[src/rtl/core/flpms_pkg.sv]
// Shared constants, codes and beat types for the free-list pool with mark-and-sweep collection.
`default_nettype none
package flpms_pkg;

    localparam int POOL_SIZE = 64;
    localparam int IDX_W     = $clog2(POOL_SIZE);
    localparam int LINK_W    = IDX_W + 1;
    localparam int COUNT_W   = 7;

    localparam logic [LINK_W-1:0]  LINK_NONE = LINK_W'(POOL_SIZE);
    localparam logic [COUNT_W-1:0] COUNT_MAX = '1;

    typedef enum logic [1:0] {
        ACT_ALLOC   = 2'd0,
        ACT_FREE    = 2'd1,
        ACT_MARK    = 2'd2,
        ACT_COLLECT = 2'd3
    } action_t;

    typedef struct packed {
        action_t          action;
        logic [IDX_W-1:0] entry_index;
    } cmd_t;

    typedef struct packed {
        logic [IDX_W-1:0]   given_index;
        logic               ok;
        logic [COUNT_W-1:0] freed_count;
    } rsp_t;

    typedef struct packed {
        logic              mark;
        logic [LINK_W-1:0] link;
    } entry_t;

endpackage
`default_nettype wire

[src/rtl/core/free_list_pool_with_mark_sweep_core.sv]
// Top level: pool allocator with a linked free list and mark-and-sweep collection.
`default_nettype none
// The pool holds 64 entries, each keeping its free-list link and its reachable mark in one
// word of a single-port memory with a registered read. A command beat is taken when
// start is high and busy is low, and exactly one response beat follows, marked by done for
// a single cycle; the receiver cannot stall it. Free and mark read the entry and then write
// it back; alloc reads the head entry to take its link as the new head. A new command is
// taken only once the last one is done. An alloc on an empty list answers in the next
// cycle. Collect walks the free list, marking each entry, for up to 64 entries, then
// sweeps the whole pool, reading each entry and writing it back with its mark cleared.
module free_list_pool_with_mark_sweep_core (
    input  wire logic          clk,
    input  wire logic          rst_n,
    input  wire logic          start,
    input  wire flpms_pkg::cmd_t cmd,
    output logic               busy,
    output logic               done,
    output flpms_pkg::rsp_t    rsp
);

    typedef enum logic [2:0] {
        ST_IDLE,
        ST_ALLOC,
        ST_FREE,
        ST_MARK,
        ST_WALK_RD,
        ST_WALK_WR,
        ST_SWEEP_RD,
        ST_SWEEP_WR
    } state_t;

    state_t state_reg, state_next;

    logic [flpms_pkg::LINK_W-1:0]  head_reg, head_next;
    logic [flpms_pkg::IDX_W-1:0]   idx_reg, idx_next;
    logic [flpms_pkg::LINK_W-1:0]  walk_reg, walk_next;
    logic [flpms_pkg::LINK_W-1:0]  steps_reg, steps_next;
    logic [flpms_pkg::IDX_W-1:0]   sweep_reg, sweep_next;
    logic [flpms_pkg::COUNT_W-1:0] count_reg, count_next;
    logic [flpms_pkg::POOL_SIZE-1:0] valid_reg, valid_next;
    logic                          done_reg, done_next;
    flpms_pkg::rsp_t               rsp_reg, rsp_next;

    flpms_pkg::entry_t             mem [flpms_pkg::POOL_SIZE];
    flpms_pkg::entry_t             rdata_reg;
    logic                          rvalid_reg, rvalid_next;
    logic [flpms_pkg::IDX_W-1:0]   raddr_reg, raddr_next;

    logic                          mem_re;
    logic [flpms_pkg::IDX_W-1:0]   mem_raddr;
    logic                          mem_we;
    logic [flpms_pkg::IDX_W-1:0]   mem_waddr;
    flpms_pkg::entry_t             mem_wdata;
    flpms_pkg::entry_t             rd_entry;
    logic                          accept;

    assign busy   = (state_reg != ST_IDLE);
    assign done   = done_reg;
    assign rsp    = rsp_reg;
    assign accept = start && !busy;

    // An entry that was never written still holds its reset link to the next index.
    always_comb
    begin
        if (rvalid_reg)
        begin
            rd_entry = rdata_reg;
        end
        else
        begin
            rd_entry.mark = 1'b0;
            rd_entry.link = flpms_pkg::LINK_W'(raddr_reg) + flpms_pkg::LINK_W'(1);
        end
    end

    always_comb
    begin
        state_next  = state_reg;
        head_next   = head_reg;
        idx_next    = idx_reg;
        walk_next   = walk_reg;
        steps_next  = steps_reg;
        sweep_next  = sweep_reg;
        count_next  = count_reg;
        valid_next  = valid_reg;
        done_next   = 1'b0;
        rsp_next    = rsp_reg;
        mem_re      = 1'b0;
        mem_raddr   = '0;
        mem_we      = 1'b0;
        mem_waddr   = raddr_reg;
        mem_wdata   = rd_entry;

        unique case (state_reg)
            ST_IDLE:
            begin
                if (accept)
                begin
                    idx_next = cmd.entry_index;
                    unique case (cmd.action)
                        flpms_pkg::ACT_ALLOC:
                        begin
                            if (head_reg < flpms_pkg::LINK_NONE)
                            begin
                                mem_re     = 1'b1;
                                mem_raddr  = head_reg[flpms_pkg::IDX_W-1:0];
                                state_next = ST_ALLOC;
                            end
                            else
                            begin
                                done_next = 1'b1;
                                rsp_next  = '{given_index: '0, ok: 1'b0, freed_count: '0};
                            end
                        end
                        flpms_pkg::ACT_FREE:
                        begin
                            mem_re     = 1'b1;
                            mem_raddr  = cmd.entry_index;
                            state_next = ST_FREE;
                        end
                        flpms_pkg::ACT_MARK:
                        begin
                            mem_re     = 1'b1;
                            mem_raddr  = cmd.entry_index;
                            state_next = ST_MARK;
                        end
                        flpms_pkg::ACT_COLLECT:
                        begin
                            walk_next  = head_reg;
                            steps_next = '0;
                            state_next = ST_WALK_RD;
                        end
                        default:
                        begin
                            state_next = ST_IDLE;
                        end
                    endcase
                end
            end
            ST_ALLOC:
            begin
                head_next  = rd_entry.link;
                done_next  = 1'b1;
                rsp_next   = '{given_index: head_reg[flpms_pkg::IDX_W-1:0], ok: 1'b1,
                               freed_count: '0};
                state_next = ST_IDLE;
            end
            ST_FREE:
            begin
                mem_we         = 1'b1;
                mem_wdata.mark = rd_entry.mark;
                mem_wdata.link = head_reg;
                head_next      = flpms_pkg::LINK_W'(idx_reg);
                done_next      = 1'b1;
                rsp_next       = '{given_index: '0, ok: 1'b1, freed_count: '0};
                state_next     = ST_IDLE;
            end
            ST_MARK:
            begin
                mem_we         = 1'b1;
                mem_wdata.mark = 1'b1;
                mem_wdata.link = rd_entry.link;
                done_next      = 1'b1;
                rsp_next       = '{given_index: '0, ok: 1'b1, freed_count: '0};
                state_next     = ST_IDLE;
            end
            ST_WALK_RD:
            begin
                if ((walk_reg < flpms_pkg::LINK_NONE) &&
                    (steps_reg < flpms_pkg::LINK_W'(flpms_pkg::POOL_SIZE)))
                begin
                    mem_re     = 1'b1;
                    mem_raddr  = walk_reg[flpms_pkg::IDX_W-1:0];
                    state_next = ST_WALK_WR;
                end
                else
                begin
                    sweep_next = '0;
                    count_next = '0;
                    state_next = ST_SWEEP_RD;
                end
            end
            ST_WALK_WR:
            begin
                mem_we         = 1'b1;
                mem_wdata.mark = 1'b1;
                mem_wdata.link = rd_entry.link;
                walk_next      = rd_entry.link;
                steps_next     = steps_reg + flpms_pkg::LINK_W'(1);
                state_next     = ST_WALK_RD;
            end
            ST_SWEEP_RD:
            begin
                mem_re     = 1'b1;
                mem_raddr  = sweep_reg;
                state_next = ST_SWEEP_WR;
            end
            ST_SWEEP_WR:
            begin
                mem_we         = 1'b1;
                mem_wdata.mark = 1'b0;
                if (!rd_entry.mark)
                begin
                    mem_wdata.link = head_reg;
                    head_next      = flpms_pkg::LINK_W'(sweep_reg);
                    if (count_reg != flpms_pkg::COUNT_MAX)
                    begin
                        count_next = count_reg + flpms_pkg::COUNT_W'(1);
                    end
                end
                if (sweep_reg == flpms_pkg::IDX_W'(flpms_pkg::POOL_SIZE - 1))
                begin
                    done_next  = 1'b1;
                    rsp_next   = '{given_index: '0, ok: 1'b1, freed_count: count_next};
                    state_next = ST_IDLE;
                end
                else
                begin
                    sweep_next = sweep_reg + flpms_pkg::IDX_W'(1);
                    state_next = ST_SWEEP_RD;
                end
            end
            default:
            begin
                state_next = ST_IDLE;
            end
        endcase

        if (mem_we)
        begin
            valid_next[mem_waddr] = 1'b1;
        end
    end

    assign rvalid_next = mem_re ? valid_reg[mem_raddr] : rvalid_reg;
    assign raddr_next  = mem_re ? mem_raddr : raddr_reg;

    always_ff @(posedge clk or negedge rst_n)
    begin
        if (!rst_n)
        begin
            state_reg  <= ST_IDLE;
            head_reg   <= '0;
            valid_reg  <= '0;
            done_reg   <= 1'b0;
            walk_reg   <= '0;
            steps_reg  <= '0;
            sweep_reg  <= '0;
            count_reg  <= '0;
            rvalid_reg <= 1'b0;
            raddr_reg  <= '0;
            idx_reg    <= '0;
            rsp_reg    <= '0;
        end
        else
        begin
            state_reg  <= state_next;
            head_reg   <= head_next;
            valid_reg  <= valid_next;
            done_reg   <= done_next;
            walk_reg   <= walk_next;
            steps_reg  <= steps_next;
            sweep_reg  <= sweep_next;
            count_reg  <= count_next;
            rvalid_reg <= rvalid_next;
            raddr_reg  <= raddr_next;
            idx_reg    <= idx_next;
            rsp_reg    <= rsp_next;
        end
    end

    always_ff @(posedge clk)
    begin
        if (mem_we)
        begin
            mem[mem_waddr] <= mem_wdata;
        end
        if (mem_re)
        begin
            rdata_reg <= mem[mem_raddr];
        end
    end

    // A response only follows an accepted command or the last cycle of an operation.
    assert property (@(posedge clk) disable iff (!rst_n)
        done |-> $past(start || busy))
        else $error("response without a command");

    // A command that needs the memory keeps the block busy in the next cycle.
    assert property (@(posedge clk) disable iff (!rst_n)
        (accept && !((cmd.action == flpms_pkg::ACT_ALLOC) &&
                     (head_reg == flpms_pkg::LINK_NONE))) |=> busy)
        else $error("command did not occupy the block");

    // The free head is always an entry index or the empty marker.
    assert property (@(posedge clk) disable iff (!rst_n)
        head_reg <= flpms_pkg::LINK_NONE)
        else $error("free head out of range");

    // The sweep cannot have freed more entries than it has visited.
    assert property (@(posedge clk) disable iff (!rst_n)
        (state_reg == ST_SWEEP_WR) |-> (count_reg <= flpms_pkg::COUNT_W'(sweep_reg)))
        else $error("sweep count exceeds visited entries");

endmodule
`default_nettype wire

[config.mk]
export PLATFORM = sky130hd
export DESIGN_NAME = free_list_pool_with_mark_sweep_core
export DESIGN_NICKNAME = d
export VERILOG_FILES = /design/src/rtl/core/flpms_pkg.sv /design/src/rtl/core/free_list_pool_with_mark_sweep_core.sv
export SDC_FILE = /design/constraint.sdc
export NUM_CORES = 1
export LEC_CHECK = 0
export ABC_AREA = 1
export BUFFER_PORTS_ARGS = -buffer_cell sky130_fd_sc_hd__buf_4
export CELL_PAD_IN_SITES_DETAIL_PLACEMENT = 0
export CELL_PAD_IN_SITES_GLOBAL_PLACEMENT = 2
export CORE_UTILIZATION = 45
export CTS_CLUSTER_DIAMETER = 100
export CTS_CLUSTER_SIZE = 10
export DETAILED_ROUTE_END_ITERATION = 7
export PLACE_DENSITY = 0.87
export SKIP_CTS_REPAIR_TIMING = 1
export SYNTH_ARGS = -nofsm -noshare
export SYNTH_HDL_FRONTEND = slang
export SYNTH_SLANG_ARGS = --single-unit
export TNS_END_PERCENT = 50
[constraint.sdc]
create_clock -name clk -period 12 [get_ports clk]
set_clock_uncertainty 0.15 [all_clocks]
set_input_delay 1.8 -clock clk [delete_from_list [all_inputs] [get_ports clk]]
set_output_delay 1.8 -clock clk [all_outputs]
set_load 0.01 [all_outputs]
# Yosys cells after proc, flatten, opt, wreduce, memory -nomap -nowiden
# Memories as Yosys holds them, arrays and structs flattened. A register that Yosys moved wholly into a read port is not among the register bits.
# Cells that the tools add are included.
# totals
register_bits,129
ram_bits,512
out_inout_bits,16
word_cells,121
mem_count,1
# classes
n_addsub,4
magnitude_cmp,6
n_eq_ne,21
mux,51
n_bitwise,1
n_reduce_logical,23
# mem_list
name,depth,width,rd,rd_ports_with_merged_regs,write_ports,line,source
mem,64,8,1,1,1,free_list_pool_with_mark_sweep_core.sv:44,flpms_pkg::entry_t mem [flpms_pkg::POOL_SIZE];
# op_table
op,count
OR 64 bit,1
two-way mux 7 bit,9
two-way mux 14 bit,4
case mux 14 bit (4 select lines),1
case mux 7 bit (2 select lines),3
two-way mux 6 bit,5
case mux 6 bit (2 select lines),2
case mux 8 bit (3 select lines),1
< comparator 7 bit (second input constant),3
case mux 7 bit (3 select lines),1
case mux 3 bit (6 select lines),1
case mux 6 bit (3 select lines),1
adder 7 x 1 -> 7 bit (second input constant),2
< comparator 6 x 7 -> 1 bit (second input constant),2
== test 3 bit (second input constant),4
two-way mux 1 bit,12
!= test 2 bit (second input constant),6
case mux 3 bit (4 select lines),1
two-way mux 3 bit,3
two-way mux 8 bit,1
AND reduction 2 bit,4
adder 6 x 1 -> 7 bit (second input constant),1
!= test 7 bit (second input constant),1
adder 6 x 1 -> 6 bit (second input constant),1
other kinds (25),36

# Longest topological paths before layout
# Gate-level depths: netlist of run 1.
# depth
word_depth,7
mapped_depth,18
depth_no_buf,16

# Worst setup path before layout of run 1
# Ideal clock, no wire load.
# synth_path
path_kind,register to register
from,reg state_reg[1]
to,"mem mem[0][0] in the netlist's numbering, data pin"
setup_time_ps,702
t_arrival_ps,3776
t_required_ps,11148
path_slack_ps,7372
path_stages_with_launch,8
path_buffers,1
path_cell_list,dfrtp_1 inv_1 nor2_1 inv_1 nor2_1 a21oi_1 clkbuf_1 o21ai_0
# synth_lines
item,line,source
start: declaration,free_list_pool_with_mark_sweep_core.sv:32,"state_t state_reg, state_next;"
start signal: assignment,free_list_pool_with_mark_sweep_core.sv:257,state_reg <= state_next;
end: declaration,free_list_pool_with_mark_sweep_core.sv:44,

# Worst setup path in the final report of run 1
# layout_path
from,in cmd[6] in the netlist's numbering
to,reg rdata_reg[7] (netlist name)
# layout_between
elab_chain_cells,5
# layout_lines
item,line,source
start: declaration,free_list_pool_with_mark_sweep_core.sv:15,"input wire flpms_pkg::cmd_t cmd,"
== test 2 bit or == test 2 x 1 -> 1 bit (tied branches),free_list_pool_with_mark_sweep_core.sv:100,unique case (cmd.action)
OR reduction 2 bit (no source line),--,
case mux 6 bit (2 select lines) or case mux 1 bit (2 select lines) (tied branches),free_list_pool_with_mark_sweep_core.sv:100,
two-way mux 6 bit or two-way mux 1 bit (tied branches),free_list_pool_with_mark_sweep_core.sv:97,if (accept)
case mux 6 bit (3 select lines) or case mux 1 bit (3 select lines) (tied branches),free_list_pool_with_mark_sweep_core.sv:94,unique case (state_reg)
# Parallel ways exist; a longest one is shown, timed or not.
# A chain may end at the register's enable or synchronous reset.

==> results of run 1 <==
Yosys cell counts (2+ instances only):
library cell	count
o221ai_1	2
dfrtp_1	129
o21a_1	3
a21oi_1	18
ha_1	8
clkinv_1	3
o21ai_1	9
nor2_2	3
nand3_1	267
o211ai_2	20
a31oi_1	5
xor2_1	2
nor3_1	6
o211ai_1	199
nand3b_1	2
nor2_4	2
buf_2	53
or2_1	27
or2_0	11
o21ai_0	236
nor2_1	197
a22oi_1	6
inv_1	238
o22ai_1	7
clkbuf_1	54
nand3_2	2
nand2_1	270
buf_6	16
buf_4	19
or2_2	61
edfxtp_1	520
nand2_2	2
buf_1	7
nand4_1	9
through the flow:
step	hold slack, ps	setup WS [ps]	area [um2]
finish	307	5890	30700
global route	316	5590	30700
CTS	309	5970	30700
detailed placement	296	5310	28600
global placement	289	5340	28600
floorplan	277	7370	27900
path summary, 6_finish.rpt:
path,to
hold / removal,valid_reg[21]$_DFFE_PN0N_
max in group asynchronous,valid_reg[30]$_DFFE_PN0N_
setup reg to reg,rdata_reg[7]$_DFFE_PP_
hold reg to reg,valid_reg[21]$_DFFE_PN0N_
min in group asynchronous,rsp[1]$_DFFE_PN0P_
setup / recovery,rdata_reg[7]$_DFFE_PP_
cell families (layout without fill, tap and decap cells):
kind of cell	Yosys count	count (layout)	synth area share (%)
DFF	649	649	67.6
AOI/OAI and AO/OA	511	511	11.7
xor gates and xnor gates	3	3	0.0943
adders and majority gates	8	8	0.359
other	0	1	0
buffers and inverters	392	409	6.21
and+or+nand+nor	860	860	14.0
cell type report:
type                       instances  share of cell area, %
inverter                         243                   2.99
clock inverter                     7                  0.371
timing repair buffer              59                   1.50
antenna                            1                0.00816
multi-input combinational       1382                   24.1
clock buffer                     100                   6.36
tap                              782                   3.19
sequential                       649                   61.4
where the power goes:
| part | total, mW | leakage [nW] | internal, mW | switching [mW] |
|---|---|---|---|---|
| Sequential | 3.18 | 6.44 | 3.07 | 0.104 |
| Combinational | 2.48 | 3.73 | 0.612 | 1.87 |
| Clock | 2.02 | 0.998 | 1.14 | 0.885 |
| Total | 7.68 | 11.2 | 4.82 | 2.86 |
tightest hold or removal path, cell delays in order, from the launching register on:
cell and delay [ps]:
dfrtp_1 320, inv_1 50, o21ai_0 60
routing by layer:
layer,track usage (%),wire length [um],vias up
met5,0,0,-
met4,7.10,1910,0
met3,3.42,3940,121
met2,35.9,33400,558
met1,34.3,33200,9204
li1,-,-,8525
==> reports/metrics.cfg, run 1 <==
[run_status]
outcome = finished clean

[setup_path]
r2r_cells = 14
crit_buf_inv = 4
critPathArrivalTime_ps = 6340
slowest_stage = buf_4
r2r_slack_ps = 6590
startpoint_type = primary input
worstSetupPathDepth = 16
path_max_fanout = 108
cp-end-kind = register
cp_cell_sequence = buf_4, inv_1, ha_1, nand2_1, o21ai_0, nand2_2, nand2_8, buf_4, buf_4, nand2_1, o211ai_1, o211ai_1, nand3_1, nand3_1, nand3_1, nand2_1
cp-startpoint = cmd[6]
cp_top_family = buffers and inverters
critPathKind = primary input to register
critPathMaxStageDelay_ps = 850
crit_required_ps = 12230
rr_startpoint = state_reg[2]$_DFFE_PN0P_

[final_layout]
final_cells = 3223
final_util_pct = 50.4
area_delta_synth_final_pct = 10.1
mostFrequentLayoutCell = edfxtp_1
multi_input_area_mm2 = 0.00741
finalNetCount = 2428
fillers = 5343
layout_common_cells = edfxtp_1, nand2_1, nand3_1
largest_reg_flops = 512
drive_above_1_share_pct = 10.0
seq_area_mm2 = 0.0188

[power_and_ir_drop]
leakage_nw = 11.2
p_per_area_mw_per_mm2 = 250
ir_drop_v = 0.000205
power.total_mw = 7.68

[floorplan]
num_rows = 90
io_pins = 27
initial_core_util_pct = 45.8
fp.dieH_um = 251
fp.dieArea_mm2 = 0.0629
die_w_um = 251
core_area_mm2 = 0.0608

[detailed_routing]
vias = 18408
drt_iter0_markers = 1663
first_pass_iters = 6
finalWirelength_um = 72400
routed_via_density = 5.71
ant_nets = 0
route.detailed.drc = 0
wl_per_cell_um = 22.4

[sta]
hold_violations = 0
setup_violations = 0
setup_tns_ps = 0
worstMarginPinSlew_ps = 1010
relSlewSlack_pct = 32.8
fin_crit_sh_pct = 50.9
max_freq_mhz = 164
min_period_ps = 6110
slew_violations = 0
rsz0062_at_grt = false

[clock_network]
cts_root_buf = clkbuf_16
cts_tree = yes
clock_latency_ps = 630
htreeDepth = 3
cts_buffer_depth = 3
path_clk_slew_ps = 60
numCtsBuffers = 74
cts_sinks = 649

[global_routing]
antenna_found_initial = 0
grt_start_max_net_pins = 160
gr-usage-all-layers_pct = 23.4
grt.overflow.total = 0
grt_pass1_vias = 17897
grt_pass1_wl_um = 111000

[placement]
dp_hpwl_um = 41500
portBuffers = 26
dp_cells = 3115
place.gp.congestion = 0.885

[synth]
async_flop_share_pct = 19.9
synth_top_flop_cell = edfxtp_1
yosys_warnings = 0
synth.top_cell.area_share_pct = 56.0
ys_seq_area_share_pct = 67.6
synthesis.nets = 2442
ys_seq_elements = 649
synth-edff-count = 520
synth_area_mm2 = 0.0279
yosys.area.top_type = edfxtp_1
ys_top_cells_by_area = edfxtp_1, dfrtp_1, o211ai_1
synth.distinct_cells = 44
synthCells = 2423
synth_area_per_cell_um2 = 11.5

[min_path]
hold_class = register to register
min_from = valid_reg[21]$_DFFE_PN0N_
whs_path_depth = 2

[flow_run]
drv_cap = 0

Power figures use the tool's default switching activity.
==> inputs of run 2 (changes only) <==
Settings changed: CORE_UTILIZATION 45 to 44, PLACE_DENSITY 0.87 to 0.86.
Clock period 12 ns to 5.9 ns, I/O delays scaled along.
==> run 2 against run 1 <==
Die area increased by 2.3%. Count of clock-buffer cells in the layout down 9. Sequential cell count unchanged. Cell count is 1.6% higher. Largest cell class unchanged. Highest routed layer is now met5.
==> reports/metrics.cfg, run 2 (synthesized netlist as in run 1, its figures left out) <==
[run_status]
outcome = finished clean

[detailed_routing]
first_pass_iters = 5
finalWirelength_um = 72700
route.detailed.drc = 0
drt_iter0_markers = 1676
vias = 18380
wl_per_cell_um = 22.2
routed_via_density = 5.61
ant_nets = 0

[final_layout]
multi_input_area_mm2 = 0.00741
seq_area_mm2 = 0.0188
fillers = 5531
mostFrequentLayoutCell = edfxtp_1
finish.instance_area_mm2 = 0.0308
largest_reg_flops = 512
layout_common_cells = edfxtp_1, nand2_1, nand3_1
finalNetCount = 2438
area_delta_synth_final_pct = 10.6
drive_above_1_share_pct = 10.3

[floorplan]
fp.dieArea_mm2 = 0.0643
die_w_um = 254
io_pins = 27
fp.dieH_um = 254
num_rows = 91
initial_core_util_pct = 44.8
core_area_mm2 = 0.0622

[sta]
slew_violations = 0
rsz0062_at_grt = false
fin_crit_sh_pct = 74.9
min_period_ps = 4420
setup_ws_ps = 1480
setup_violations = 0
worstMarginPinSlew_ps = 1090
relSlewSlack_pct = 27.0
hold_violations = 0
max_freq_mhz = 226
setup_tns_ps = 0

[setup_path]
critPathKind = register to register
path_max_fanout = 78
r2r_cells = 15
cp-end-kind = register
critPathArrivalTime_ps = 4630
startpoint_type = register
crit_required_ps = 6110

[min_path]
hold_class = primary input to asynchronous set/reset pin

[clock_network]
cts_sinks = 649
cts_tree = yes
numCtsBuffers = 74
htreeDepth = 3
cts_root_buf = clkbuf_16
clock_latency_ps = 620
cts_buffer_depth = 3
path_clk_slew_ps = 60

[placement]
place.gp.congestion = 0.860
portBuffers = 26
dp_hpwl_um = 42400
post-place-ws_ps = 1120
placed_area_mm2 = 0.0288

[global_routing]
grt_pass1_vias = 17978
grt.overflow.total = 0
grt_pass1_wl_um = 112000
antenna_found_initial = 1
grt_start_max_net_pins = 101
gr-usage-all-layers_pct = 23.3

[power_and_ir_drop]
p_per_area_mw_per_mm2 = 509
power.total_mw = 15.7
leakage_nw = 11.2
ir_drop_v = 0.000483

[flow_run]
drv_cap = 0

==> run 2: changes by cell type in the layout (fill, tap and decap cells not counted), sizes merged <==
| cell | before | now |
|---|---|---|
| clkbuf | 100 | 91 |
| buf | 59 | 69 |
| inv | 245 | 240 |
==> run 2: worst max-delay path, stage by stage, from the launching register on <==
cell     delay [ps]
dfrtp_1         480
nor2_4          200
nand3_2         270
nor2_4          270
nand2_2         470
nand2_8         610
inv_6           260
buf_4           300
nor2_1          110
nor2_1           40
o21ai_0          90
nand3_1         130
nand3_1         170
nand3_1         200
nand3_1         220
nand2_1          80
==> run 2: where the power goes <==
group	internal [mW]	switching [mW]	leakage, nW
Sequential	6.25	0.192	6.44
Combinational	1.31	3.92	3.81
Clock	2.30	1.71	0.966
==> run 2: worst paths after layout <==
check                                       endpoint                      start  slack [ps]
min                         count_reg[4]$_DFFE_PN0P_                      rst_n         150
max reg2reg                   rdata_reg[4]$_DFFE_PP_   state_reg[2]$_DFFE_PN0P_        1480
max                           rdata_reg[4]$_DFFE_PP_   state_reg[2]$_DFFE_PN0P_        1480
min reg2reg                valid_reg[53]$_DFFE_PN0N_  valid_reg[53]$_DFFE_PN0N_         300
min in group clk           valid_reg[53]$_DFFE_PN0N_  valid_reg[53]$_DFFE_PN0N_         300
max in group asynchronous  valid_reg[10]$_DFFE_PN0N_                      rst_n        4230
==> run 2: layout make-up <==
cell class | count | area share, %
multi-input cells | 1382 | 24.0
well taps | 837 | 3.40
inverters | 243 | 2.98
clock inverters | 2 | 0.0812
clock buffers | 91 | 6.35
repair buffers | 69 | 2.02
diodes | 1 | 0.00812
flip-flops and latches | 649 | 61.1
==> run 2: through the flow <==
stage               instances  hold WS [ps]  utilization (%)
CTS                      3273           209             49.6
detailed placement       3180           295             46.4
global route             3273           220             49.6
global placement         3180           289             46.4
floorplan                2423           277                -
finish                   3274           151             49.6
==> run 2: layer usage <==
metal / GRT usage [%] / part of all wire, % / vias to the layer above
met5: 0 / 0.025 / -
met3: 4.20 / 6.6 / 139
li1: - / - / 8537
met2: 36.4 / 46 / 622
met1: 32.8 / 44 / 9080
met4: 7.75 / 2.8 / 2
==> inputs of run 3 (changes only) <==
Settings changed: CORE_UTILIZATION 44 to 39, PLACE_DENSITY 0.86 to 0.81.
Clock period 5.9 ns to 3.7 ns, I/O delays scaled along.
==> run 3 against run 2 <==
Hold slack worse by 120 ps. Critical path type unchanged. First-iteration DRC count down 10%. Routed wire length up 4.6%. Combinational power up 76%. Worst setup slack worse by 1200 ps. Via count up 0.86%. Sequential share of layout area down 1.5 points. Count of clock-buffer cells in the layout up 16. Largest power group unchanged. Register-to-register slack worse by 1200 ps. Power up 66%. Global-route usage down 2.2 points. Fmax up 28%.
==> reports/metrics.cfg, run 3 (synthesized netlist as in run 1, its figures left out) <==
[sta]
setup_tns_ps = 0
setup_violations = 0
max_freq_mhz = 289
rsz0062_at_grt = false
min_period_ps = 3460
fin_crit_sh_pct = 93.5
worstMarginPinSlew_ps = 958
hold_violations = 0
relSlewSlack_pct = 35.9
slew_violations = 0
setup_ws_ps = 239

[placement]
portBuffers = 26
post-place-ws_ps = 1.29
place.gp.congestion = 0.846
dp_cells = 3326
dp_hpwl_um = 46900

[floorplan]
io_pins = 27
fp.dieH_um = 269
initial_core_util_pct = 39.6
core_area_mm2 = 0.0704
fp.dieArea_mm2 = 0.0725
num_rows = 97
die_w_um = 269

[setup_path]
r2r_slack_ps = 240
crit_required_ps = 3890
cp-end-kind = register
critPathArrivalTime_ps = 3650
slowest_stage = dfrtp_1
critPathKind = register to register
worst_path_most_repeated_cell = nand3_1
cp_cell_sequence = nor2_4, nand3_2, nor2_4, nand2_2, nand2_8, buf_4, buf_4, nand2_1, o21ai_0, o211ai_1, nand3_1, nand3_1, nand3_1, nand2_1
path_max_fanout = 46
r2r_cells = 14
startpoint_type = register
rr_startpoint = state_reg[2]$_DFFE_PN0P_
critPathMaxStageDelay_ps = 480
worst_r2r_endpoint = rdata_reg[2]$_DFFE_PP_

[detailed_routing]
routed_via_density = 5.39
finalWirelength_um = 76000
drt_iter0_markers = 1509
highest_layer = met4
route.detailed.drc = 0
ant_nets = 0
wl_met2_um = 35900
wl_per_cell_um = 22.1
wl_met3_um = 4550
first_pass_iters = 5
wl_met1_um = 33900
vias = 18538

[final_layout]
area_delta_synth_final_pct = 13.3
mostFrequentLayoutCell = edfxtp_1
drive_above_1_share_pct = 11.9
largest_reg_flops = 512
final_cells = 3440
finalNetCount = 2482
multi_input_area_mm2 = 0.00741
seq_area_mm2 = 0.0188
antenna_cells = 0
fillers = 6462
final_util_pct = 44.9
layout_common_cells = edfxtp_1, nand2_1, nand3_1

[power_and_ir_drop]
ir_drop_v = 0.000579
power.total_mw = 26.0
p_per_area_mw_per_mm2 = 822
leakage_nw = 11.5

[run_status]
outcome = finished clean

[min_path]
hold_class = primary input to register
min_from = cmd[1]
whs_path_depth = 3
whs_endpoint = idx_reg[1]$_DFFE_PN0P_

[clock_network]
clock_latency_ps = 620
numCtsBuffers = 74
cts_buffer_depth = 3
htreeDepth = 3
cts_sinks = 649
cts_tree = yes
path_clk_slew_ps = 50
cts_root_buf = clkbuf_16

[global_routing]
gr-usage-all-layers_pct = 21.1
grt_pass1_vias = 18302
grt.overflow.total = 0
antenna_found_initial = 0
grt_pass1_wl_um = 116000
grt_start_max_net_pins = 70

[flow_run]
drv_cap = 0

==> run 3: cell count changes in the layout (fill, tap and decap cells not counted), moves of 2 or more <==
cell / delta
clkbuf_1: +17
buf_4: +26
buf_12: +17
inv_6: +2
==> run 3: cell type report <==
class | count | share of cell area [%]
Tap cell | 940 | 3.73
Clock buffer | 107 | 6.33
Timing Repair Buffer | 113 | 3.70
Inverter | 243 | 2.90
Sequential cell | 649 | 59.7
Clock inverter | 6 | 0.214
Multi-Input combinational cell | 1382 | 23.5
==> run 3: per-layer routing <==
layer | track usage (%) | up-vias
li1 | - | 8649
met1 | 29.2 | 9239
met2 | 34.3 | 552
met3 | 3.13 | 98
met4 | 6.29 | 0
met5 | 0 | -
==> run 3: worst max path at each step <==
stage | from | to | slack (ps) | cells after the start
floorplan | state_reg[1]$_DFFE_PN0P_ | mem[0][0]$_DFFE_PP_ | -930 | 7
global placement | cmd[6] | rdata_reg[2]$_DFFE_PP_ | -80 | 16
detailed placement | cmd[6] | rdata_reg[2]$_DFFE_PP_ | 1 | 16
CTS | state_reg[2]$_DFFE_PN0P_ | rdata_reg[2]$_DFFE_PP_ | 270 | 14
global route | state_reg[2]$_DFFE_PN0P_ | rdata_reg[2]$_DFFE_PP_ | 80 | 14
finish | state_reg[2]$_DFFE_PN0P_ | rdata_reg[2]$_DFFE_PP_ | 240 | 14
==> run 3: through the flow <==
stage,cell area [um2],hold WS [ps]
global placement,29500,288
global route,31600,40.9
finish,31600,27.1
detailed placement,29500,295
CTS,31600,-193
floorplan,27900,109
==> run 3: worst max-delay path: cells and delay by family (launching register included) <==
| family | cells | cell delay (ps) |
|---|---|---|
| AND/OR/NAND/NOR | 10 | 1510 |
| buffers and inverters | 2 | 760 |
| flip-flops | 1 | 480 |
| AO/OA/AOI/OAI | 2 | 240 |
==> run 3: power breakdown <==
part | internal [mW] | total, mW | leakage (nW) | switching [mW]
logic | 2.61 | 9.18 | 4.10 | 6.57
registers | 9.92 | 10.2 | 6.44 | 0.326
clock network | 3.72 | 6.53 | 0.994 | 2.81
